$ cat config.mk
export PLATFORM = sky130hd
export DESIGN_NAME = press_duration_code_lock
export DESIGN_NICKNAME = d
export VERILOG_FILES = /design/src/rtl/pdcl_pkg.sv /design/src/rtl/pdcl_cfg_regs.sv /design/src/rtl/pdcl_core.sv /design/src/rtl/press_duration_code_lock.sv
export SDC_FILE = /design/constraint.sdc
export NUM_CORES = 1
export LEC_CHECK = 0
export BUFFER_PORTS_ARGS = -buffer_cell sky130_fd_sc_hd__buf_2
export CAP_MARGIN = 40
export CORE_ASPECT_RATIO = 0.5
export CORE_MARGIN = 2
export CORE_UTILIZATION = 64
export DETAILED_ROUTE_END_ITERATION = 10
export HOLD_SLACK_MARGIN = 0.05
export MAX_ROUTING_LAYER = met4
export PLACE_DENSITY = 0.9
export RECOVER_POWER = 25
export SLEW_MARGIN = 20
export SYNTH_ARGS = -nofsm -noshare
export SYNTH_HDL_FRONTEND = slang
export SYNTH_HIERARCHICAL = 1
export SYNTH_SLANG_ARGS = --single-unit
export TNS_END_PERCENT = 20
$ cat constraint.sdc
create_clock -name clk -period 12.1 [get_ports clk]
set_clock_uncertainty 0.1 [all_clocks]
set_input_delay 2.42 -clock clk [delete_from_list [all_inputs] [get_ports clk]]
set_output_delay 2.42 -clock clk [all_outputs]
set_load 0.05 [all_outputs]
$ cat src/rtl/pdcl_pkg.sv
`default_nettype none

package pdcl_pkg;

    // Longest code the design supports; symbols beyond eight have no pattern bit.
    localparam int MAX_CODE_LEN = 8;
    localparam int CODE_CAP     = (MAX_CODE_LEN > 8) ? 8 : MAX_CODE_LEN;

    localparam int CFG_ADDR_W = 5;
    localparam int CFG_DATA_W = 32;

    // Register indexes on the configuration port
    typedef enum logic [2:0] {
        REG_CODE_PATTERN = 3'd0,
        REG_SYMBOL_COUNT = 3'd1,
        REG_BOUNCE       = 3'd2,
        REG_SHORT_MAX    = 3'd3,
        REG_IDLE_TIMEOUT = 3'd4,
        REG_MAX_FAILURES = 3'd5
    } reg_idx_t;

    // Reset values of the registers
    localparam logic [7:0]  RST_CODE_PATTERN = 8'd240;
    localparam logic [3:0]  RST_SYMBOL_COUNT = 4'd8;
    localparam logic [15:0] RST_BOUNCE       = 16'd20;
    localparam logic [15:0] RST_SHORT_MAX    = 16'd500;
    localparam logic [15:0] RST_IDLE_TIMEOUT = 16'd3000;
    localparam logic [3:0]  RST_MAX_FAILURES = 4'd3;

    // Event codes reported with each result
    typedef enum logic [2:0] {
        EV_NONE    = 3'd0,
        EV_OK      = 3'd1,
        EV_ACCEPT  = 3'd2,
        EV_WRONG   = 3'd3,
        EV_LOCK    = 3'd4,
        EV_TIMEOUT = 3'd5
    } ev_t;

    typedef struct packed {
        logic [7:0]  code_pattern;
        logic [3:0]  symbol_count;
        logic [15:0] bounce_ticks;
        logic [15:0] short_max_ticks;
        logic [15:0] idle_timeout_ticks;
        logic [3:0]  max_failures;
    } cfg_t;

    typedef struct packed {
        ev_t         ev;
        logic [2:0]  position;
        logic [3:0]  failure_count;
    } res_t;

endpackage

`default_nettype wire

$ cat src/rtl/pdcl_cfg_regs.sv
`default_nettype none

module pdcl_cfg_regs (
    input  wire logic                            clk,
    input  wire logic                            rst_n,
    input  wire logic                            psel,
    input  wire logic                            penable,
    input  wire logic                            pwrite,
    input  wire logic [pdcl_pkg::CFG_ADDR_W-1:0] paddr,
    input  wire logic [pdcl_pkg::CFG_DATA_W-1:0] pwdata,
    output logic      [pdcl_pkg::CFG_DATA_W-1:0] prdata,
    output logic                                 pready,
    output pdcl_pkg::cfg_t                       cfg
);

    pdcl_pkg::cfg_t   cfg_reg;
    pdcl_pkg::reg_idx_t idx;
    logic             wr_en;

    assign idx    = pdcl_pkg::reg_idx_t'(paddr[4:2]);
    assign wr_en  = psel && penable && pwrite;
    assign pready = 1'b1;
    assign cfg    = cfg_reg;

    // Write the addressed register on the access beat
    always_ff @(posedge clk or negedge rst_n)
    begin
        if (!rst_n)
        begin
            cfg_reg.code_pattern       <= pdcl_pkg::RST_CODE_PATTERN;
            cfg_reg.symbol_count       <= pdcl_pkg::RST_SYMBOL_COUNT;
            cfg_reg.bounce_ticks       <= pdcl_pkg::RST_BOUNCE;
            cfg_reg.short_max_ticks    <= pdcl_pkg::RST_SHORT_MAX;
            cfg_reg.idle_timeout_ticks <= pdcl_pkg::RST_IDLE_TIMEOUT;
            cfg_reg.max_failures       <= pdcl_pkg::RST_MAX_FAILURES;
        end
        else if (wr_en)
        begin
            case (idx)
                pdcl_pkg::REG_CODE_PATTERN: cfg_reg.code_pattern       <= pwdata[7:0];
                pdcl_pkg::REG_SYMBOL_COUNT: cfg_reg.symbol_count       <= pwdata[3:0];
                pdcl_pkg::REG_BOUNCE:       cfg_reg.bounce_ticks       <= pwdata[15:0];
                pdcl_pkg::REG_SHORT_MAX:    cfg_reg.short_max_ticks    <= pwdata[15:0];
                pdcl_pkg::REG_IDLE_TIMEOUT: cfg_reg.idle_timeout_ticks <= pwdata[15:0];
                pdcl_pkg::REG_MAX_FAILURES: cfg_reg.max_failures       <= pwdata[3:0];
                default: ;
            endcase
        end
    end

    // Return the addressed register, zero-extended
    always_comb
    begin
        case (idx)
            pdcl_pkg::REG_CODE_PATTERN: prdata = {24'd0, cfg_reg.code_pattern};
            pdcl_pkg::REG_SYMBOL_COUNT: prdata = {28'd0, cfg_reg.symbol_count};
            pdcl_pkg::REG_BOUNCE:       prdata = {16'd0, cfg_reg.bounce_ticks};
            pdcl_pkg::REG_SHORT_MAX:    prdata = {16'd0, cfg_reg.short_max_ticks};
            pdcl_pkg::REG_IDLE_TIMEOUT: prdata = {16'd0, cfg_reg.idle_timeout_ticks};
            pdcl_pkg::REG_MAX_FAILURES: prdata = {28'd0, cfg_reg.max_failures};
            default:                    prdata = '0;
        endcase
    end

endmodule

`default_nettype wire

$ cat src/rtl/pdcl_core.sv
`default_nettype none

module pdcl_core (
    input  wire logic           clk,
    input  wire logic           rst_n,
    input  wire logic           fire,
    input  wire logic           pressed,
    input  pdcl_pkg::cfg_t      cfg,
    output pdcl_pkg::res_t      res
);

    logic        active_reg, active_next;
    logic [15:0] press_reg,  press_next;
    logic [2:0]  pos_reg,    pos_next;
    logic [3:0]  wrong_reg,  wrong_next;
    logic [15:0] idle_reg,   idle_next;

    logic [15:0] press_inc;
    logic [15:0] idle_inc;
    logic        timeout;
    logic        sym;
    logic        want;
    logic [3:0]  eff_len;
    logic [3:0]  lim;
    logic [3:0]  pos_plus;
    logic [3:0]  wrong_inc;
    pdcl_pkg::ev_t ev;

    // Advance the tick counters, saturating at all ones
    assign press_inc = (active_reg && press_reg != 16'hFFFF) ? press_reg + 16'd1 : press_reg;
    assign idle_inc  = (idle_reg != 16'hFFFF) ? idle_reg + 16'd1 : idle_reg;
    assign timeout   = (pos_reg != 3'd0) && (idle_inc >= cfg.idle_timeout_ticks);

    // Clamp code length and failure limit to usable values
    always_comb
    begin
        eff_len = cfg.symbol_count;
        if (eff_len == 4'd0)
        begin
            eff_len = 4'd1;
        end
        if (eff_len > 4'(pdcl_pkg::CODE_CAP))
        begin
            eff_len = 4'(pdcl_pkg::CODE_CAP);
        end
    end

    assign lim       = (cfg.max_failures == 4'd0) ? 4'd1 : cfg.max_failures;
    assign sym       = press_inc > cfg.short_max_ticks;
    assign want      = cfg.code_pattern[pos_reg];
    assign pos_plus  = {1'b0, pos_reg} + 4'd1;
    assign wrong_inc = wrong_reg + 4'd1;

    // Work out one tick
    always_comb
    begin
        active_next = active_reg;
        press_next  = press_inc;
        pos_next    = pos_reg;
        wrong_next  = wrong_reg;
        idle_next   = idle_inc;
        ev          = pdcl_pkg::EV_NONE;

        if (timeout)
        begin
            pos_next   = 3'd0;
            wrong_next = 4'd0;
            idle_next  = 16'd0;
            ev         = pdcl_pkg::EV_TIMEOUT;
        end
        else if (pressed)
        begin
            if (!active_reg)
            begin
                active_next = 1'b1;
                press_next  = 16'd0;
            end
        end
        else if (active_reg)
        begin
            active_next = 1'b0;
            if (press_inc > cfg.bounce_ticks)
            begin
                idle_next = 16'd0;
                if (sym == want)
                begin
                    if (pos_plus >= eff_len)
                    begin
                        pos_next   = 3'd0;
                        wrong_next = 4'd0;
                        ev         = pdcl_pkg::EV_ACCEPT;
                    end
                    else
                    begin
                        pos_next = pos_plus[2:0];
                        ev       = pdcl_pkg::EV_OK;
                    end
                end
                else
                begin
                    pos_next = 3'd0;
                    if (wrong_inc >= lim)
                    begin
                        wrong_next = 4'd0;
                        ev         = pdcl_pkg::EV_LOCK;
                    end
                    else
                    begin
                        wrong_next = wrong_inc;
                        ev         = pdcl_pkg::EV_WRONG;
                    end
                end
            end
        end

        res.ev            = ev;
        res.position      = pos_next;
        res.failure_count = wrong_next;
    end

    // Hold the lock state, update on each fired tick
    always_ff @(posedge clk or negedge rst_n)
    begin
        if (!rst_n)
        begin
            active_reg <= 1'b0;
            press_reg  <= 16'd0;
            pos_reg    <= 3'd0;
            wrong_reg  <= 4'd0;
            idle_reg   <= 16'd0;
        end
        else if (fire)
        begin
            active_reg <= active_next;
            press_reg  <= press_next;
            pos_reg    <= pos_next;
            wrong_reg  <= wrong_next;
            idle_reg   <= idle_next;
        end
    end

`ifndef SYNTH
    a_timeout_clears: assert property (@(posedge clk) disable iff (!rst_n)
        fire && timeout |=> pos_reg == 3'd0 && wrong_reg == 4'd0 && idle_reg == 16'd0)
        else $error("timeout did not clear entry state");

    a_idle_holds: assert property (@(posedge clk) disable iff (!rst_n)
        !fire |=> $stable(pos_reg) && $stable(wrong_reg) && $stable(idle_reg)
                  && $stable(active_reg) && $stable(press_reg))
        else $error("state moved without a tick");

    a_lock_clears: assert property (@(posedge clk) disable iff (!rst_n)
        fire && (ev == pdcl_pkg::EV_LOCK || ev == pdcl_pkg::EV_ACCEPT)
        |=> wrong_reg == 4'd0 && pos_reg == 3'd0)
        else $error("lockout or accept left entry state behind");

    a_press_ends: assert property (@(posedge clk) disable iff (!rst_n)
        fire && ev != pdcl_pkg::EV_NONE && ev != pdcl_pkg::EV_TIMEOUT |=> !active_reg)
        else $error("judged press still active");
`endif

endmodule

`default_nettype wire

$ cat src/rtl/press_duration_code_lock.sv
`default_nettype none

// Channel  Direction  Handshake             Payload
// in       sink       in_valid / in_stall   button_pressed
// out      source     out_valid / out_stall event_res, position, failure_count
// cfg      APB slave  psel/penable/pready   paddr, pwdata, prdata (six registers)
//
// One tick sample per cycle while out is not stalled: a sample waits in the
// input register, then the step logic updates the lock state and loads the
// result register. The input register refills in the same cycle it drains, so
// throughput is one beat per cycle. A stall on out holds the result register
// and, through it, the input register. Reset clears the valid flags and the
// lock state; registers return to their documented defaults.

module press_duration_code_lock (
    input  wire logic                            clk,
    input  wire logic                            rst_n,
    input  wire logic                            in_valid,
    output logic                                 in_stall,
    input  wire logic                            button_pressed,
    output logic                                 out_valid,
    input  wire logic                            out_stall,
    output logic      [2:0]                      event_res,
    output logic      [2:0]                      position,
    output logic      [3:0]                      failure_count,
    input  wire logic                            psel,
    input  wire logic                            penable,
    input  wire logic                            pwrite,
    input  wire logic [pdcl_pkg::CFG_ADDR_W-1:0] paddr,
    input  wire logic [pdcl_pkg::CFG_DATA_W-1:0] pwdata,
    output logic      [pdcl_pkg::CFG_DATA_W-1:0] prdata,
    output logic                                 pready
);

    pdcl_pkg::cfg_t cfg;
    pdcl_pkg::res_t res;

    logic           in_valid_reg;
    logic           sample_reg;
    logic           out_valid_reg;
    pdcl_pkg::res_t res_reg;
    logic           fire;
    logic           in_take;

    // Step whenever a sample is held and the result slot is free or draining
    assign fire     = in_valid_reg && (!out_valid_reg || !out_stall);
    assign in_stall = in_valid_reg && !fire;
    assign in_take  = in_valid && !in_stall;

    pdcl_cfg_regs u_cfg (
        .clk     (clk),
        .rst_n   (rst_n),
        .psel    (psel),
        .penable (penable),
        .pwrite  (pwrite),
        .paddr   (paddr),
        .pwdata  (pwdata),
        .prdata  (prdata),
        .pready  (pready),
        .cfg     (cfg)
    );

    pdcl_core u_core (
        .clk     (clk),
        .rst_n   (rst_n),
        .fire    (fire),
        .pressed (sample_reg),
        .cfg     (cfg),
        .res     (res)
    );

    // Input register
    always_ff @(posedge clk or negedge rst_n)
    begin
        if (!rst_n)
        begin
            in_valid_reg <= 1'b0;
        end
        else if (in_take)
        begin
            in_valid_reg <= 1'b1;
        end
        else if (fire)
        begin
            in_valid_reg <= 1'b0;
        end
    end

    always_ff @(posedge clk)
    begin
        if (in_take)
        begin
            sample_reg <= button_pressed;
        end
    end

    // Result register
    always_ff @(posedge clk or negedge rst_n)
    begin
        if (!rst_n)
        begin
            out_valid_reg <= 1'b0;
        end
        else if (fire)
        begin
            out_valid_reg <= 1'b1;
        end
        else if (!out_stall)
        begin
            out_valid_reg <= 1'b0;
        end
    end

    always_ff @(posedge clk)
    begin
        if (fire)
        begin
            res_reg <= res;
        end
    end

    assign out_valid     = out_valid_reg;
    assign event_res     = res_reg.ev;
    assign position      = res_reg.position;
    assign failure_count = res_reg.failure_count;

`ifndef SYNTH
    a_accept_resets: assert property (@(posedge clk) disable iff (!rst_n)
        out_valid && event_res == pdcl_pkg::EV_ACCEPT |-> position == 3'd0
                                                        && failure_count == 4'd0)
        else $error("accepted code left position or failures set");

    a_no_drop: assert property (@(posedge clk) disable iff (!rst_n)
        out_valid && out_stall |-> !fire)
        else $error("result overwritten while stalled");

    a_fire_result: assert property (@(posedge clk) disable iff (!rst_n)
        fire |=> out_valid)
        else $error("tick produced no result");
`endif

endmodule

`default_nettype wire

Word-level counts from Yosys, hierarchy flattened
Cells that the tools add are included.

cells by class
  $add $sub $neg = 4
  magnitude comparators = 7
  equality and inequality tests = 9
  multiplexer cells = 39
  bitwise operators = 3
  reduce and logical (&&, ||, !) cells = 25

operators by type and width
  cell                     count
  $mux W16                 9
  $pmux W16 S6             1
  $mux W4                  10
  $mux W3                  11
  $add A16 B1 Y16 const B  2
  $gt A16 B16 Y1           2
  $ne A16 B16 Y1 const B   2
  $ge A16 B16 Y1           1
  $reduce_and A2 Y1        7
  $ge A4 B4 Y1             2
  $logic_not A4 Y1         2
  $logic_and A1 B1 Y1      7
  $eq A3 B2 Y1 const B     2
  $eq A3 B3 Y1 const B     2
  $mux W1                  6
  $add A3 B1 Y4 const B    1
  $add A4 B1 Y4 const B    1
  $gt A4 B4 Y1 const B     1
  $logic_not A1 Y1         4
  $lt A3 B4 Y1 const B     1
  $reduce_or A4 Y1         1
  $bmux W1 S3              1
  $eq A3 B1 Y1 const B     1
  $logic_not A3 Y1         1
  7 further kinds          9

storage, ports and cells
  register bits = 117
  input bits = 45
  output and inout port bits = 45
  logic and storage cells = 105

Logic depth before layout (Yosys ltp)
  word-level depth = 11
  gate-level depth with buffers = 18
  mapped depth without buffers = 15

Cells and area by module
Netlist, hierarchy kept.

modules (own cells, without submodules)
  module                    times used  cells each  area each (um2)  sequential area each (um2)
  pdcl_core                 1           533         4,260.3          1,001.0
  pdcl_cfg_regs             1           224         3,079.2          1,629.1
  press_duration_code_lock  1           19          422.9            380.4

Worst setup path before layout
No wires, ideal clock.

  kind = input-to-output
  start point = in paddr[4] (netlist name)
  end point = out prdata[0] (netlist name)
  arrival = 3.905 ns
  data required time = 9.580 ns
  path slack = 5.675 ns
  stages on the path = 5
  buffers on the path = 2
  path through = clkbuf_1 > nor2b_1 > buf_2 > a221oi_1 > a31oi_1

between the ends
  longest elaborated chain between the ends = 2
  elaborated cells between the ends (all ways) = 7
  those cells by class = eq/ne: 5; mux: 1; reduce/logical: 1

ends and longest elaborated chain
  what                                  RTL line                        text
  start: declaration                    press_duration_code_lock.sv:29  input wire logic [pdcl_pkg::CFG_ADDR_W-1:0] paddr,
  $eq A3 B3 Y1 (tied with other cells)  pdcl_cfg_regs.sv:54             case (idx)
  $pmux W16 S6 (*)                      pdcl_cfg_regs.sv:54
  end: declaration                      press_duration_code_lock.sv:31  output logic [pdcl_pkg::CFG_DATA_W-1:0] prdata,

Every way passes the cells marked *; elsewhere a longest branch is shown, timed or not.

Worst setup path after layout
  start point = in paddr[3] (netlist name)
  end point = out prdata[11] (netlist name)

The elaborated chain is that of the path after synthesis.

==> summary.md <==
The final reports fail on max-capacitance violations, max-slew violations. Worst reg-to-reg path cell count: 15. For the number of global-route vias before repair, the log shows 6,308. Setup repair after global routing left no endpoint under its margin. The share of the synthesized area in the top cell type is 27.08%, and the sequential fraction of design power is 34.8%.

The internal power of the cells totals 0.001019 W. The signal arrival time at the worst endpoint came out at 4.08 ns. The minimum clock period after layout was 6.600 ns.

For the placeable core region, the log shows 0.01181 sq mm. For the iteration count of the initial detailed-routing pass, the log shows 5. The clock network accounts for 31.7% of the total power. In this run the vertical extent of the chip is 81.88 um. For the starting density of the core, the log shows 65.75%. The number of standard cells after synthesis came out at 776. After synthesis, the most frequently instantiated cells are sky130_fd_sc_hd__dfrtp_1 (84), sky130_fd_sc_hd__inv_1 (76), sky130_fd_sc_hd__mux2_2 (70), sky130_fd_sc_hd__ha_1 (61), sky130_fd_sc_hd__nand2_1 (45). Final weighted congestion of routability-driven global placement: 0.9675.

The kind of end point of the critical path is a primary output. The largest total area in the synthesized netlist belongs to sky130_fd_sc_hd__dfrtp_1. In this run the tightest slew margin relative to its limit is -41.85%.

Once the clock tree was built, the resizer swapped 0 gates to a different size. After synthesis, the mean cell area works out to 10.00 sq um. The hold path depth is 1. For the final count of pins violating max slew, the log shows 67. After synthesis, the cell types taking the most area are sky130_fd_sc_hd__dfrtp_1 (27%), sky130_fd_sc_hd__mux2_2 (10%), sky130_fd_sc_hd__ha_1 (9.8%). The count of buffers added by post-CTS timing repair for setup is 0, and the final net count is 935.

Relative to the synthesized area, the layout overhead comes to 12.25%. STA classifies the critical path startpoint as a primary input. The measured slew at the worst slew-check pin was 2.128 ns; the multi-input logic area was 0.004262 sq mm.

The post-synth design cell area is 0.007762 sq mm. Dividing the detail-routed via count by the number of cells gives 6.601. The run gives 0 as the final count of negative-setup-slack endpoints. The switching part of the total power is 37.35%. The number of enable-type register cells in the synthesized netlist is 11. 90 I/O pins were placed. TritonCTS built the clock tree. The worst hold path belongs to the class flop to flop.

The count of nets left with antenna violations once routing finished came out at 0. For this run the aggregate overflow at the end of global routing stands at 0. The largest fanout on the critical path is 16, and the synthesized flop and latch total is 117. After floorplanning, the core was divided into 28 placement rows.

The share of the clock period used by the worst path came out at 54.55%. The run gives 0.003010 sq mm as the area of all sequential standard cells. For the combinational share of power, the log shows 33.5%. After layout, the worst setup slack is 5.500 ns. The total global-route track usage is 32.90%, and the portion of the post-synthesis area used by sequential elements is 38.78%.

The number of hold-slack violations in the final timing report is 0, and the max-capacitance violation count is 2. Entering global routing, the biggest net connects 43 pins. After clock tree synthesis, the clock-pin slew on the worst setup and hold paths is 0.05 ns. The repair_antennas step left the layout with diodes totalling 0. The die covers 0.01308 sq mm. The tools report the cts-stage hold buffer count as 0. The final-layout setup total negative slack was 0 ns; the count of H-tree levels built during CTS was 4. The run gives 5.543 ns as the placement-stage worst setup slack. In the routed design, unresolved DRC markers number 0. The netlist uses 69 different library cells.

STA puts the critical path data required time at 9.58 ns. For this design the total switching power over the nets is 0.0006078 W. Clock tree synthesis found a total of 117 sinks. The average wire per cell in the routed design is 20.45 um. The number of flip-flops in the largest register was 64.

The finished layout holds 1,007 standard cells, fillers aside. Based on the critical path, the design can be clocked at up to 151.5 MHz. The layout cell share with drive strength beyond 1 came out at 24.23%.

Summed over all nets, the half-perimeter wirelength after detailed placement is 14,000 um. Summed over all layers, the routed wires come to 20,590 um. Yosys printed 6 warnings. Yosys instantiated no cell more often than sky130_fd_sc_hd__dfrtp_1. The total instance count after detailed placement came out at 974.

The later pin in the worst-skew pair is clocked with a latency of 0.42 ns. The number of antenna violations at the first check in global routing is 0, and the number of DRC markers after the initial detailed-route iteration is 922. Once layout is complete, the utilization of the core stands at 73.80%. The power density over the cells is 186.8 mW/mm^2. The root buffer cell chosen for the clock tree is sky130_fd_sc_hd__clkbuf_16. The TritonCTS buffer count was 17; the width of the die was 159.8 um. The clock passes through at most 2 buffers. The number of buffers inserted by port buffering works out to 54. The worst ir drop on vdd was 0.1122 mV.

The layout has 785 filler cells. For this block, the via count after detailed routing is 6,647. The hold slack is 0.3869 ns, and the leakage power figure is 4.045 nW. The run finished, with violations left. The critical path is of the primary input to primary output type.

The run gives 32,400 um as the global-route wire length before repair. Among all flip-flop cells after synthesis, the most frequent one is sky130_fd_sc_hd__dfrtp_1. Counting flops with an async set or reset pin after synthesis yields a share of 90.60%.
==> power by group through the flow <==
stage	clock [W]	combinational, W	sequential, W
floorplan	0	0.000373	0.000560
global placement	0	0.000480	0.000560
detailed placement	0	0.000511	0.000566
CTS	0.000517	0.000530	0.000562
global route	0.000537	0.000587	0.000575
finish	0.000516	0.000545	0.000566
==> cell usage in the layout, fill, tap and decap left out, types with 29 or more instances in the layout <==
cell                       n
sky130_fd_sc_hd__dfrtp_1  84
sky130_fd_sc_hd__mux2_2   70
sky130_fd_sc_hd__o21ai_0  36
sky130_fd_sc_hd__inv_1    76
sky130_fd_sc_hd__buf_2    52
sky130_fd_sc_hd__nand3_1  29
sky130_fd_sc_hd__ha_1     61
sky130_fd_sc_hd__nor2_1   36
sky130_fd_sc_hd__nand2_1  45
sky130_fd_sc_hd__a21oi_1  35
==> cell type report <==
type                            instances  share of cell area (%)
Clock buffer                           20                   5.500
Clock inverter                         12                   1.450
Inverter                               76                   3.274
Multi-Input combinational cell        555                   48.91
Sequential cell                       117                   34.55
Tap cell                              165                   2.369
Timing Repair Buffer                   62                   3.949
==> layer usage <==
layer / global-route usage [%] / wire (um) / part of all wire (%)
met5: - / 0 / 0
met3: 8.081 / 2231 / 11
met2: 51.21 / 9350 / 45
met1: 42.12 / 8456 / 41
met4: 13.09 / 552 / 2.7
==> stage by stage <==
stage | total power [W] | area (sq um)
2_1_floorplan | 0.0009332 | 7819
3_3_place_gp | 0.001040 | 8071
3_5_place_dp | 0.001078 | 8110
4_1_cts | 0.001609 | 8716
5_1_grt | 0.001699 | 8713
6_report | 0.001627 | 8713
==> worst max-delay path, stage by stage <==
cell                        delay (ns)
sky130_fd_sc_hd__buf_2            0.20
sky130_fd_sc_hd__nand2b_1         0.27
sky130_fd_sc_hd__nor2_1           0.70
sky130_fd_sc_hd__o2bb2ai_1        0.19
sky130_fd_sc_hd__buf_2            0.29
==> path summary, 6_finish.rpt <==
path / from / to / slack, ns
worst min-delay path: in_valid_reg / out_valid / 0.39
worst max-delay path: paddr[3] / prdata[11] / 5.50
worst min register to register: in_valid_reg / out_valid / 0.39
min in group asynchronous: rst_n / u_cfg/cfg[31] / 2.29
max in group asynchronous: rst_n / u_core/wrong_reg[2] / 6.93
worst max register to register: u_core/press_reg[0] / u_core/idle_reg[7] / 6.62
==> kinds of logic (layout without fill, tap and decap cells) <==
| logic type | Yosys count | after routing | synth area share [%] |
|---|---|---|---|
| flip-flops | 117 | 117 | 38.78 |
| other | 2 | 17 | 0.09675 |
| multiplexers | 85 | 85 | 12.57 |
| XOR/XNOR | 28 | 28 | 3.159 |
| AND/OR/NAND/NOR | 193 | 193 | 13.20 |
| adder cells (fa/ha/maj) | 61 | 61 | 9.832 |
| buffers and inverters | 119 | 170 | 7.028 |
| AO/OA/AOI/OAI | 171 | 171 | 15.33 |
Note: power is estimated with default switching activity, not from simulation.
